--- src/rtl/bldc6s_pkg.sv ---
// Shared types, register codes, reset values and commutation tables for the
// hall-sensor six-step commutator. No dependencies.
package bldc6s_pkg;

    localparam int DUTY_W     = 14;
    localparam int INTERVAL_W = 20;
    localparam int CFG_IDX_W  = 3;
    localparam int CFG_DATA_W = 20;

    typedef logic [DUTY_W-1:0]     duty_t;
    typedef logic [INTERVAL_W-1:0] interval_t;
    typedef logic [1:0]            phase_t;

    localparam duty_t DUTY_CEIL = duty_t'(10000);

    localparam logic [CFG_IDX_W-1:0] REG_DIRECTION     = 3'd0;
    localparam logic [CFG_IDX_W-1:0] REG_DUTY_MIN      = 3'd1;
    localparam logic [CFG_IDX_W-1:0] REG_DUTY_MAX      = 3'd2;
    localparam logic [CFG_IDX_W-1:0] REG_DUTY_STEP     = 3'd3;
    localparam logic [CFG_IDX_W-1:0] REG_RAMP_INTERVAL = 3'd4;

    localparam logic      RST_DIRECTION     = 1'b1;
    localparam duty_t     RST_DUTY_MIN      = duty_t'(500);
    localparam duty_t     RST_DUTY_MAX      = duty_t'(7000);
    localparam duty_t     RST_DUTY_STEP     = duty_t'(500);
    localparam interval_t RST_RAMP_INTERVAL = interval_t'(50000);
    localparam duty_t     RST_RAMP_DUTY     = duty_t'(500);

    localparam logic [2:0] HALL_NONE_LO = 3'd0;
    localparam logic [2:0] HALL_NONE_HI = 3'd7;

    localparam phase_t PHASE_U = 2'd0;
    localparam phase_t PHASE_V = 2'd1;
    localparam phase_t PHASE_W = 2'd2;

    function automatic duty_t sat_duty(input duty_t v);
        return (v > DUTY_CEIL) ? DUTY_CEIL : v;
    endfunction

    // high side per commutation step: u v v w u w
    function automatic phase_t step_high(input logic [2:0] idx);
        phase_t p;
        unique case (idx)
            3'd0:    p = PHASE_U;
            3'd1:    p = PHASE_V;
            3'd2:    p = PHASE_V;
            3'd3:    p = PHASE_W;
            3'd4:    p = PHASE_U;
            default: p = PHASE_W;
        endcase
        return p;
    endfunction

    // low side per commutation step: w u w v v u
    function automatic phase_t step_low(input logic [2:0] idx);
        phase_t p;
        unique case (idx)
            3'd0:    p = PHASE_W;
            3'd1:    p = PHASE_U;
            3'd2:    p = PHASE_W;
            3'd3:    p = PHASE_V;
            3'd4:    p = PHASE_V;
            default: p = PHASE_U;
        endcase
        return p;
    endfunction

endpackage

--- src/rtl/bldc_hall_six_step_commutator_top.sv ---
// Hall-sensor six-step BLDC commutator with a triangle duty ramp.
// Depends on bldc6s_pkg for types, register codes, reset values and step tables.
//
// Usage:
//   s_* channel: one word per PWM period, s_tdata[2:0] = hall code (u, v, w).
//   m_* channel: one word per input word, three high-side duties, three
//   low-side enables, and m_tuser = hall fault for codes 0 and 7.
//   cfg_* channel: register writes, always ready; write only while idle.
//     index 0 direction, 1 duty_min, 2 duty_max, 3 duty_step, 4 ramp_interval;
//     other indexes are dropped.
// m_tvalid rises in the cycle after input acceptance; throughput is one word
// per cycle while the receiver does not stall. Tick counter and ramp update in
// the same cycle the word is accepted, and the result lands in the single output register.
// When the receiver stalls, the output register holds its word and s_tready
// drops until that word is taken; s_tready stays high while the output
// register is empty or being drained in the same cycle.
// Reset clears the output valid, the tick counter, sets the ramp to 500 and
// rising, and loads the register defaults.
module bldc_hall_six_step_commutator_top (
    input  logic        clk,
    input  logic        rst_n,
    input  logic        s_tvalid,
    output logic        s_tready,
    input  logic [7:0]  s_tdata,   // [2:0] hall_code, [7:3] zero
    output logic        m_tvalid,
    input  logic        m_tready,
    output logic [47:0] m_tdata,   // [13:0] duty_u, [27:14] duty_v, [41:28] duty_w,
                                   // [42] low_u_on, [43] low_v_on, [44] low_w_on,
                                   // [47:45] zero
    output logic [0:0]  m_tuser,   // [0] hall_fault
    input  logic        cfg_valid,
    output logic        cfg_ready,
    input  logic [bldc6s_pkg::CFG_IDX_W-1:0]  cfg_index,
    input  logic [bldc6s_pkg::CFG_DATA_W-1:0] cfg_data
);

    logic                  direction_reg;
    bldc6s_pkg::duty_t     duty_min_reg;
    bldc6s_pkg::duty_t     duty_max_reg;
    bldc6s_pkg::duty_t     duty_step_reg;
    bldc6s_pkg::interval_t ramp_interval_reg;

    bldc6s_pkg::interval_t tick_count_reg, tick_count_next;
    bldc6s_pkg::duty_t     ramp_duty_reg, ramp_duty_next;
    logic                  ramp_rising_reg, ramp_rising_next;

    logic                  out_valid_reg;
    bldc6s_pkg::duty_t     duty_u_reg, duty_u_next;
    bldc6s_pkg::duty_t     duty_v_reg, duty_v_next;
    bldc6s_pkg::duty_t     duty_w_reg, duty_w_next;
    logic [2:0]            low_on_reg, low_on_next;
    logic                  fault_reg, fault_next;

    logic                  in_fire;
    logic [2:0]            hall;
    logic [bldc6s_pkg::INTERVAL_W:0] tick_inc;
    logic                  ramp_hit;
    bldc6s_pkg::duty_t     lo, hi, st;
    logic [bldc6s_pkg::DUTY_W:0] rise_sum, fall_diff;
    logic [2:0]            step_idx;
    bldc6s_pkg::phase_t    hi_phase, lo_phase;

    assign cfg_ready = 1'b1;
    assign s_tready  = !out_valid_reg || m_tready;
    assign in_fire   = s_tvalid && s_tready;
    assign hall      = s_tdata[2:0];

    // configuration registers
    always_ff @(posedge clk or negedge rst_n)
    begin
        if (!rst_n)
        begin
            direction_reg     <= bldc6s_pkg::RST_DIRECTION;
            duty_min_reg      <= bldc6s_pkg::RST_DUTY_MIN;
            duty_max_reg      <= bldc6s_pkg::RST_DUTY_MAX;
            duty_step_reg     <= bldc6s_pkg::RST_DUTY_STEP;
            ramp_interval_reg <= bldc6s_pkg::RST_RAMP_INTERVAL;
        end
        else if (cfg_valid && cfg_ready)
        begin
            unique case (cfg_index)
                bldc6s_pkg::REG_DIRECTION:     direction_reg <= cfg_data[0];
                bldc6s_pkg::REG_DUTY_MIN:
                    duty_min_reg <= cfg_data[bldc6s_pkg::DUTY_W-1:0];
                bldc6s_pkg::REG_DUTY_MAX:
                    duty_max_reg <= cfg_data[bldc6s_pkg::DUTY_W-1:0];
                bldc6s_pkg::REG_DUTY_STEP:
                    duty_step_reg <= cfg_data[bldc6s_pkg::DUTY_W-1:0];
                bldc6s_pkg::REG_RAMP_INTERVAL: ramp_interval_reg <= cfg_data;
                default: ;
            endcase
        end
    end

    // tick counter and ramp
    always_comb
    begin
        lo        = bldc6s_pkg::sat_duty(duty_min_reg);
        hi        = bldc6s_pkg::sat_duty(duty_max_reg);
        st        = bldc6s_pkg::sat_duty(duty_step_reg);
        tick_inc  = {1'b0, tick_count_reg} + 1'b1;
        ramp_hit  = tick_inc >= {1'b0, ramp_interval_reg};
        rise_sum  = {1'b0, ramp_duty_reg} + {1'b0, st};
        fall_diff = {1'b0, ramp_duty_reg} - {1'b0, st};

        tick_count_next  = tick_inc[bldc6s_pkg::INTERVAL_W-1:0];
        ramp_duty_next   = ramp_duty_reg;
        ramp_rising_next = ramp_rising_reg;
        if (ramp_hit)
        begin
            tick_count_next = '0;
            if (ramp_rising_reg)
            begin
                if (rise_sum >= {1'b0, hi})
                begin
                    ramp_duty_next   = hi;
                    ramp_rising_next = 1'b0;
                end
                else
                begin
                    ramp_duty_next = rise_sum[bldc6s_pkg::DUTY_W-1:0];
                end
            end
            else
            begin
                if (fall_diff[bldc6s_pkg::DUTY_W] ||
                    fall_diff[bldc6s_pkg::DUTY_W-1:0] <= lo)
                begin
                    ramp_duty_next   = lo;
                    ramp_rising_next = 1'b1;
                end
                else
                begin
                    ramp_duty_next = fall_diff[bldc6s_pkg::DUTY_W-1:0];
                end
            end
        end
    end

    // commutation
    always_comb
    begin
        step_idx    = direction_reg ? (3'd6 - hall) : (hall - 3'd1);
        hi_phase    = bldc6s_pkg::step_high(step_idx);
        lo_phase    = bldc6s_pkg::step_low(step_idx);
        fault_next  = (hall == bldc6s_pkg::HALL_NONE_LO) ||
                      (hall == bldc6s_pkg::HALL_NONE_HI);
        duty_u_next = '0;
        duty_v_next = '0;
        duty_w_next = '0;
        low_on_next = '0;
        if (!fault_next)
        begin
            unique case (hi_phase)
                bldc6s_pkg::PHASE_U: duty_u_next = ramp_duty_next;
                bldc6s_pkg::PHASE_V: duty_v_next = ramp_duty_next;
                default:             duty_w_next = ramp_duty_next;
            endcase
            unique case (lo_phase)
                bldc6s_pkg::PHASE_U: low_on_next = 3'b001;
                bldc6s_pkg::PHASE_V: low_on_next = 3'b010;
                default:             low_on_next = 3'b100;
            endcase
        end
    end

    always_ff @(posedge clk or negedge rst_n)
    begin
        if (!rst_n)
        begin
            tick_count_reg  <= '0;
            ramp_duty_reg   <= bldc6s_pkg::RST_RAMP_DUTY;
            ramp_rising_reg <= 1'b1;
            out_valid_reg   <= 1'b0;
        end
        else
        begin
            if (in_fire)
            begin
                tick_count_reg  <= tick_count_next;
                ramp_duty_reg   <= ramp_duty_next;
                ramp_rising_reg <= ramp_rising_next;
                out_valid_reg   <= 1'b1;
            end
            else if (m_tready)
            begin
                out_valid_reg <= 1'b0;
            end
        end
    end

    always_ff @(posedge clk)
    begin
        if (in_fire)
        begin
            duty_u_reg <= duty_u_next;
            duty_v_reg <= duty_v_next;
            duty_w_reg <= duty_w_next;
            low_on_reg <= low_on_next;
            fault_reg  <= fault_next;
        end
    end

    assign m_tvalid = out_valid_reg;
    assign m_tdata  = {3'b000, low_on_reg, duty_w_reg, duty_v_reg, duty_u_reg};
    assign m_tuser  = fault_reg;

    a_fault_all_off: assert property (@(posedge clk) disable iff (!rst_n)
        (out_valid_reg && fault_reg) |->
        (low_on_reg == 3'b000 && duty_u_reg == '0 && duty_v_reg == '0 &&
         duty_w_reg == '0))
        else $error("fault word drives a switch");

    a_one_low_side: assert property (@(posedge clk) disable iff (!rst_n)
        (out_valid_reg && !fault_reg) |-> $onehot(low_on_reg))
        else $error("low-side enable not one-hot");

    a_one_high_side: assert property (@(posedge clk) disable iff (!rst_n)
        out_valid_reg |->
        ($countones({duty_u_reg != '0, duty_v_reg != '0, duty_w_reg != '0}) <= 1))
        else $error("more than one high side driven");

    a_duty_ceiling: assert property (@(posedge clk) disable iff (!rst_n)
        ramp_duty_reg <= bldc6s_pkg::DUTY_CEIL)
        else $error("ramp duty above ceiling");

    a_ramp_hold_idle: assert property (@(posedge clk) disable iff (!rst_n)
        !in_fire |=> $stable(ramp_duty_reg) && $stable(tick_count_reg))
        else $error("ramp moved without an input word");

endmodule

--- config.mk ---
export PLATFORM = sky130hd
export DESIGN_NAME = bldc_hall_six_step_commutator_top
export DESIGN_NICKNAME = d
export VERILOG_FILES = /design/src/rtl/bldc6s_pkg.sv /design/src/rtl/bldc_hall_six_step_commutator_top.sv
export SDC_FILE = /design/constraint.sdc
export NUM_CORES = 1
export LEC_CHECK = 0
export ABC_AREA = 1
export BUFFER_PORTS_ARGS = -buffer_cell sky130_fd_sc_hd__buf_2
export CORE_MARGIN = 1.5
export CORE_UTILIZATION = 50
export CTS_CLUSTER_SIZE = 40
export DETAILED_ROUTE_END_ITERATION = 8
export PLACE_DENSITY = 0.73
export SLEW_MARGIN = 20
export SYNTH_ARGS = -nofsm -noshare
export SYNTH_HDL_FRONTEND = slang
export SYNTH_SLANG_ARGS = --single-unit
export TNS_END_PERCENT = 20
--- constraint.sdc ---
create_clock -name clk -period 13.95 [get_ports clk]
set_input_delay 1.395 -clock clk [delete_from_list [all_inputs] [get_ports clk]]
set_output_delay 1.395 -clock clk [all_outputs]
set_load 0.03 [all_outputs]
Yosys cells after proc, flatten, opt, wreduce, memory -nomap -nowiden
Cells that the tools add are included.
{"block": "word_totals", "elab_cells": 79, "in_bits": 36, "ff_bits": 145, "output_inout_bits": 52}
{"block": "op_classes", "n_bitwise": 2, "eq_ne": 11, "reduce_logical": 24, "n_mux": 17, "n_lt_le_gt_ge": 6, "add_sub_neg": 5}
{"cell": "$mux W14", "n": 7}
{"cell": "$gt A14 B14 Y1 const B", "n": 3}
{"cell": "$add A20 B1 Y21 const B", "n": 1}
{"cell": "$ge A21 B20 Y1", "n": 1}
{"cell": "$mux W20", "n": 1}
{"cell": "$add A14 B14 Y15", "n": 1}
{"cell": "$ge A15 B14 Y1", "n": 1}
{"cell": "$sub A14 B14 Y15", "n": 1}
{"cell": "$le A14 B14 Y1", "n": 1}
{"cell": "$eq A3 B2 Y1 const B", "n": 4}
{"cell": "$reduce_and A2 Y1", "n": 6}
{"cell": "$reduce_or A2 Y1", "n": 6}
{"cell": "$eq A3 B3 Y1 const B", "n": 3}
{"cell": "$logic_not A3 Y1", "n": 3}
{"cell": "$pmux W2 S2", "n": 2}
{"cell": "$eq A3 B1 Y1 const B", "n": 2}
{"cell": "$pmux W3 S2", "n": 1}
{"cell": "$mux W1", "n": 5}
{"cell": "$eq A2 B1 Y1 const B", "n": 2}
{"cell": "$logic_not A2 Y1", "n": 2}
{"cell": "$logic_or A1 B1 Y1", "n": 3}
{"cell": "$mux W3", "n": 1}
{"cell": "$reduce_or A3 Y1", "n": 1}
{"cell": "$sub A3 B1 Y3 const B", "n": 1}
{"cell": "5 further kinds", "n": 6}

Depth between registers and ports, before layout
{"block": "logic_depth", "depth_word": 8, "mapped_depth": 35, "depth_no_buf": 34}

Least setup slack after synthesis
No wires, ideal clock.
{"block": "synth_timing", "kind": "register -> register", "start": "reg duty_step_reg[7]", "end": "reg duty_u_reg[8], data pin", "path_slack_ns": 9.353, "setup_time_ns": 0.266, "arrival_ns": 4.331, "period_less_slack_ns": 4.597, "stages_incl_launch_ff": 31, "path_buffers": 1, "required_time_ns": 13.684, "cell_sequence": "dfstp_2 > nor2_1 > inv_1 > nor4b_1 > nand4_1 > nand2_1 > clkinv_1 > nor2_1 > ha_1 > inv_1 > fa_1 > or2_1 > a21oi_2 > nand2_1 > nand2_1 > xor2_1 > inv_1 > ha_1 > a21oi_1 > nor2_1 > nor3_1 > nand2_1 > nand2_1 > nand3_1 > nand2_1 > buf_2 > nand3_1 > nand3_1 > nand3_1 > nand2_1 > nor2_1"}
{"block": "synth_between", "elab_chain_cells": 8, "word_cells_on_any_way": 11, "classes_between": "2 x add/sub; 3 x order compare; 5 x mux; 1 x reduce/logical"}
{"item": "start, declared", "line": "bldc_hall_six_step_commutator_top.sv:40", "rtl": "bldc6s_pkg::duty_t duty_step_reg;"}
{"item": "start signal, assigned", "line": "bldc_hall_six_step_commutator_top.sv:76", "rtl": "duty_step_reg <= bldc6s_pkg::RST_DUTY_STEP;"}
{"item": "start signal, assigned", "line": "bldc_hall_six_step_commutator_top.sv:88", "rtl": "duty_step_reg <= cfg_data[bldc6s_pkg::DUTY_W-1:0];"}
{"item": "$gt A14 B14 Y1", "line": "bldc6s_pkg.sv:37", "rtl": "return (v > DUTY_CEIL) ? DUTY_CEIL : v;"}
{"item": "$mux W14 *", "line": "bldc6s_pkg.sv:37"}
{"item": "$sub A14 B14 Y15", "line": "bldc_hall_six_step_commutator_top.sv:104", "rtl": "fall_diff = {1'b0, ramp_duty_reg} - {1'b0, st};"}
{"item": "$le A14 B14 Y1", "line": "bldc_hall_six_step_commutator_top.sv:127", "rtl": "fall_diff[bldc6s_pkg::DUTY_W-1:0] <= lo)"}
{"item": "$logic_or A1 B1 Y1", "line": "bldc_hall_six_step_commutator_top.sv:126", "rtl": "if (fall_diff[bldc6s_pkg::DUTY_W] ||"}
{"item": "$mux W14", "line": "bldc_hall_six_step_commutator_top.sv:126"}
{"item": "$mux W14 *", "line": "bldc_hall_six_step_commutator_top.sv:112", "rtl": "if (ramp_rising_reg)"}
{"item": "$mux W14 *", "line": "bldc_hall_six_step_commutator_top.sv:109", "rtl": "if (ramp_hit)"}
{"item": "end signal, assigned", "line": "bldc_hall_six_step_commutator_top.sv:196", "rtl": "duty_u_reg <= duty_u_next;"}
{"item": "end, declared", "line": "bldc_hall_six_step_commutator_top.sv:48", "rtl": "bldc6s_pkg::duty_t duty_u_reg, duty_u_next;"}
Every way passes the cells marked *; elsewhere a longest branch is shown, timed or not.
A chain may end at the register's enable or synchronous reset.

Worst setup path in the final report
{"block": "layout_timing", "start": "reg duty_step_reg[3]", "end": "reg duty_w_reg[0], data pin"}
{"block": "layout_between", "elab_chain_cells": 8, "word_cells_on_any_way": 11, "classes_between": "2 x add/sub; 3 x order compare; 5 x mux; 1 x reduce/logical"}
{"item": "$gt A14 B14 Y1", "line": "bldc6s_pkg.sv:37"}
{"item": "$mux W14 *", "line": "bldc6s_pkg.sv:37"}
{"item": "$sub A14 B14 Y15", "line": "bldc_hall_six_step_commutator_top.sv:104"}
{"item": "$le A14 B14 Y1", "line": "bldc_hall_six_step_commutator_top.sv:127"}
{"item": "$logic_or A1 B1 Y1", "line": "bldc_hall_six_step_commutator_top.sv:126"}
{"item": "$mux W14", "line": "bldc_hall_six_step_commutator_top.sv:126"}
{"item": "$mux W14 *", "line": "bldc_hall_six_step_commutator_top.sv:112"}
{"item": "$mux W14 *", "line": "bldc_hall_six_step_commutator_top.sv:109"}
{"item": "end signal, assigned", "line": "bldc_hall_six_step_commutator_top.sv:198", "rtl": "duty_w_reg <= duty_w_next;"}
{"item": "end, declared", "line": "bldc_hall_six_step_commutator_top.sv:50", "rtl": "bldc6s_pkg::duty_t duty_w_reg, duty_w_next;"}
Marks and branches as above.

==> results summary <==
The xor/xnor cell area share of the yosys netlist came out at 0.0272. After legalization and detailed placement, the total HPWL measured approximately 19000 um. The total setup violations reported at the end of the flow came out at 0. The compound-gate portion of the synthesized area came out at 0.0903. TritonCTS built the clock tree.

The critical path's largest stage delay came out at roughly 0.64 ns. The storage element area is about 4000 sq um. Measured against the total synthesized area, the mux share comes to 0. For this design, the slowest cell found on the critical path is sky130_fd_sc_hd__o21ai_0. Setup repair after global routing left no endpoint under its margin. The max-cap check violation count came out at 0. STA classifies the critical path endpoint as a flip-flop. Hold repair after CTS inserted 0 buffers. The final setup TNS is 0 ns. For this run, design rule violations remaining after detail routing come to 0.

Yosys mapped the design onto 48 distinct sky130hd cell types. The share of synthesized cell area in full adder, half adder and majority cells is 0.107. The worst hold path depth is 2. The chip height is 144 um. The total detailed-routing wirelength came out at approximately 25000 um.

The number of instances in the synthesized netlist is 1323. The number of antenna diodes in the final layout is 0. The count of filler cells inserted in the layout is ~1800. The total of buffers placed on input and output ports came out at between 70 and 80. Measured in cells, the most critical reg-to-reg path has a length of 30. The library cell used most frequently in the layout, excluding fill and tap cells, is sky130_fd_sc_hd__nand2_1. The share of post-route cells with drive strength above 1 came out at 0.127. The fraction of the core area covered by cells at the end of the flow is 0.566. The later-pin clock latency in the skew report is roughly 0.43 ns. In this run the remaining antenna-violating nets after routing total 0. The first-pass GRT wire length is approximately 40000 um. The maximum fanout along the worst path is 16. The remaining max-slew budget at the tightest pin came out at 0.424. The CTS root buffer is sky130_fd_sc_hd__clkbuf_16.

The power density of the placed cells is 223 nW/um^2. For this run, the total global-route usage over all layers was measured as 0.252. The DRC marker count from the first detailed-route iteration came out at roughly 750. In this run the worst hold path is classified as flip-flop to flip-flop. The number of setup buffers added after CTS is 0.

The number of hold violations in the final report came out at 0. The quantity of gates resized following cts is 0. The dominant cell type by area after synthesis is sky130_fd_sc_hd__dfrtp_1. The number of top-level design ports came out at 88. The synthesized flop and latch total came out at between 100 and 150. The die span in x is ~140 um.

The first-pass iteration count of the detailed router is 5. The worst setup path is of the flip-flop to flip-flop kind. The largest buffer count on any clock path came out at 2.

The global placer's final weighted congestion is 0.971. The die covers between 20000 and 25000 sq um. The worst setup slack after layout came out at approximately 8.2 ns. The via density per instance is between 5 and 6. After synthesis, the largest family of logic cells by area is simple AND/OR/NAND/NOR gates. The clock net sink count is about 150. The setup skew after layout came out at about 0.011 ns. The slew at the pin with the worst max-slew slack is 0.862 ns. Summing over every cut layer, the via total after detailed routing is roughly 8700. The clock-pin slew reported for the worst setup and hold paths after clock tree synthesis came out at ~0.060 ns.

The top-area cell type share of the netlist area is 0.165. The initial antenna violation count came out at 0. The core footprint came out at approximately 20000 sq um.

By area the synthesized netlist is led by sky130_fd_sc_hd__dfrtp_1 17%, sky130_fd_sc_hd__edfxtp_1 14%, sky130_fd_sc_hd__nand2_1 12%. Across the VDD grid, the largest voltage drop is 0.110 mV. The run finished with clean final reports. The cell leakage power is between 5 and 6 nW.

The signal arrival time at the worst endpoint is a little under 6 ns. After the last flow step, the layout net total stands at ~1500. During synthesis, Yosys emitted a total of 0 warnings. CTS built an H-tree with a depth of 4. The library cells used most frequently in the layout, excluding fill and tap cells, are 331 x sky130_fd_sc_hd__nand2_1, 198 x sky130_fd_sc_hd__inv_1, 118 x sky130_fd_sc_hd__nand3_1. The sum of overflow across all layers after global routing is 0. The starting utilization of the core area came out at 0.512. STA classifies the critical path startpoint as a flip-flop.

Counting the buffers created by CTS gives 17. The via count of the first global-routing pass came out at about 7800. The average wire length per cell after detail routing came out at between 15 and 20 um.

The minimum setup slack after placement came out at 8.33 ns. The area growth from synthesis to layout is 10.7%. The max-slew violation count is 0. The share of the clock period used by the worst path after layout came out at 0.415. The number of core rows is 51.

The sequential element share of the synthesized area is 0.390. The fraction of the mapped netlist area in simple logic gates came out at 0.280. The mapped netlist covers around 10000 sq um. The required arrival time at the worst endpoint came out at 14.10 ns. By instance count, the cell type seen most on the critical path is sky130_fd_sc_hd__nand2_1. Entering global routing, the biggest net connects 70 pins. The clock period minus final worst setup slack came out at a little under 6 ns.

Averaged over all synthesized cells, the footprint is around 7.6 sq um. The peak clock frequency supported by timing came out at between 150 and 200 MHz. The multi-input gate area in the final layout came out at ~5100 sq um.
==> synthesized netlist by cell type (all sizes together) <==
| cell type | instances |
|---|---|
| nand3b | 4 |
| o221ai | 1 |
| nor4 | 10 |
| o31ai | 2 |
| xor2 | 30 |
| nand2 | 333 |
| dfstp | 33 |
| a21oi | 48 |
| o21bai | 3 |
| dfrtp | 66 |
| a21boi | 1 |
| fa | 2 |
| nand4 | 21 |
| ha | 82 |
| o2111ai | 1 |
| o21a | 2 |
| nand3 | 122 |
| nor3b | 1 |
| o21ai | 108 |
| or2 | 2 |
| clkbuf | 16 |
| buf | 25 |
| a31oi | 1 |
| nor3 | 18 |
| o211ai | 4 |
| xnor2 | 1 |
| and3b | 1 |
| nor4b | 1 |
| nor2 | 126 |
| edfxtp | 46 |
| clkinv | 3 |
| inv | 207 |
| conb | 2 |
==> path summary, 6_finish.rpt <==
| kind | startpoint | endpoint | slack, ns |
|---|---|---|---|
| worst max-delay path | duty_step_reg[3] | duty_w_reg[0] | 8.16 |
| worst min-delay path | tick_count_reg[19] | tick_count_reg[19] | 0.48 |
| worst max register to register | duty_step_reg[3] | duty_w_reg[0] | 8.16 |
| worst min register to register | tick_count_reg[19] | tick_count_reg[19] | 0.48 |
| max in group asynchronous | rst_n | ramp_interval_reg[2] | 11.84 |
| min in group asynchronous | rst_n | m_tvalid | 0.90 |
==> per-stage QoR <==
step / power (W) / std cells / instance area (sq um) / hold WS (ns)
2_1_floorplan: 0.00170 / 1325 / 10000 / 0.449
3_3_place_gp: 0.00198 / 1630 / 10500 / 0.465
3_5_place_dp: 0.00200 / 1630 / 10500 / 0.469
4_1_cts: 0.00246 / 1662 / 11100 / 0.485
5_1_grt: 0.00269 / 1662 / 11100 / 0.494
6_report: 0.00247 / 1662 / 11100 / 0.483
==> cell type report <==
class                           instances  area share
Multi-Input combinational cell        929       0.457
Clock buffer                           18      0.0388
Sequential cell                       145       0.353
Inverter                              210      0.0713
Timing Repair Buffer                   81      0.0376
Tap cell                              265      0.0300
Clock inverter                         14      0.0124
==> where the power goes <==
group	leakage, nW	internal, W	switching [W]
logic	3.77	0.000452	0.000939
clock network	0.282	0.000262	0.000181
registers	1.61	0.000552	0.0000812
==> logic make-up (layout without fill, tap and decap cells) <==
group | Yosys count | after routing
other | 2 | 4
AOI/OAI and AO/OA | 171 | 171
and+or+nand+nor | 639 | 639
DFF | 145 | 145
adders and majority gates | 84 | 84
xor gates and xnor gates | 31 | 31
buffers and inverters | 251 | 323
==> per-layer routing <==
metal	wire length (um)	up-vias	part of all wire	track usage
li1	-	4396	-	-
met3	1040	33	0.041	0.0325
met2	11800	232	0.47	0.410
met1	11700	4046	0.46	0.349
met4	688	0	0.027	0.0840
met5	0	-	0	0
==> worst max-delay path, delay by kind of cell, from the launching register on <==
family	cells	cell delay, ns
simple gates	22	3.08
buf+inv	5	0.79
compound gates	1	0.64
fa+ha+maj	2	0.61
flops	1	0.40
(Power assumes the default switching activity.)
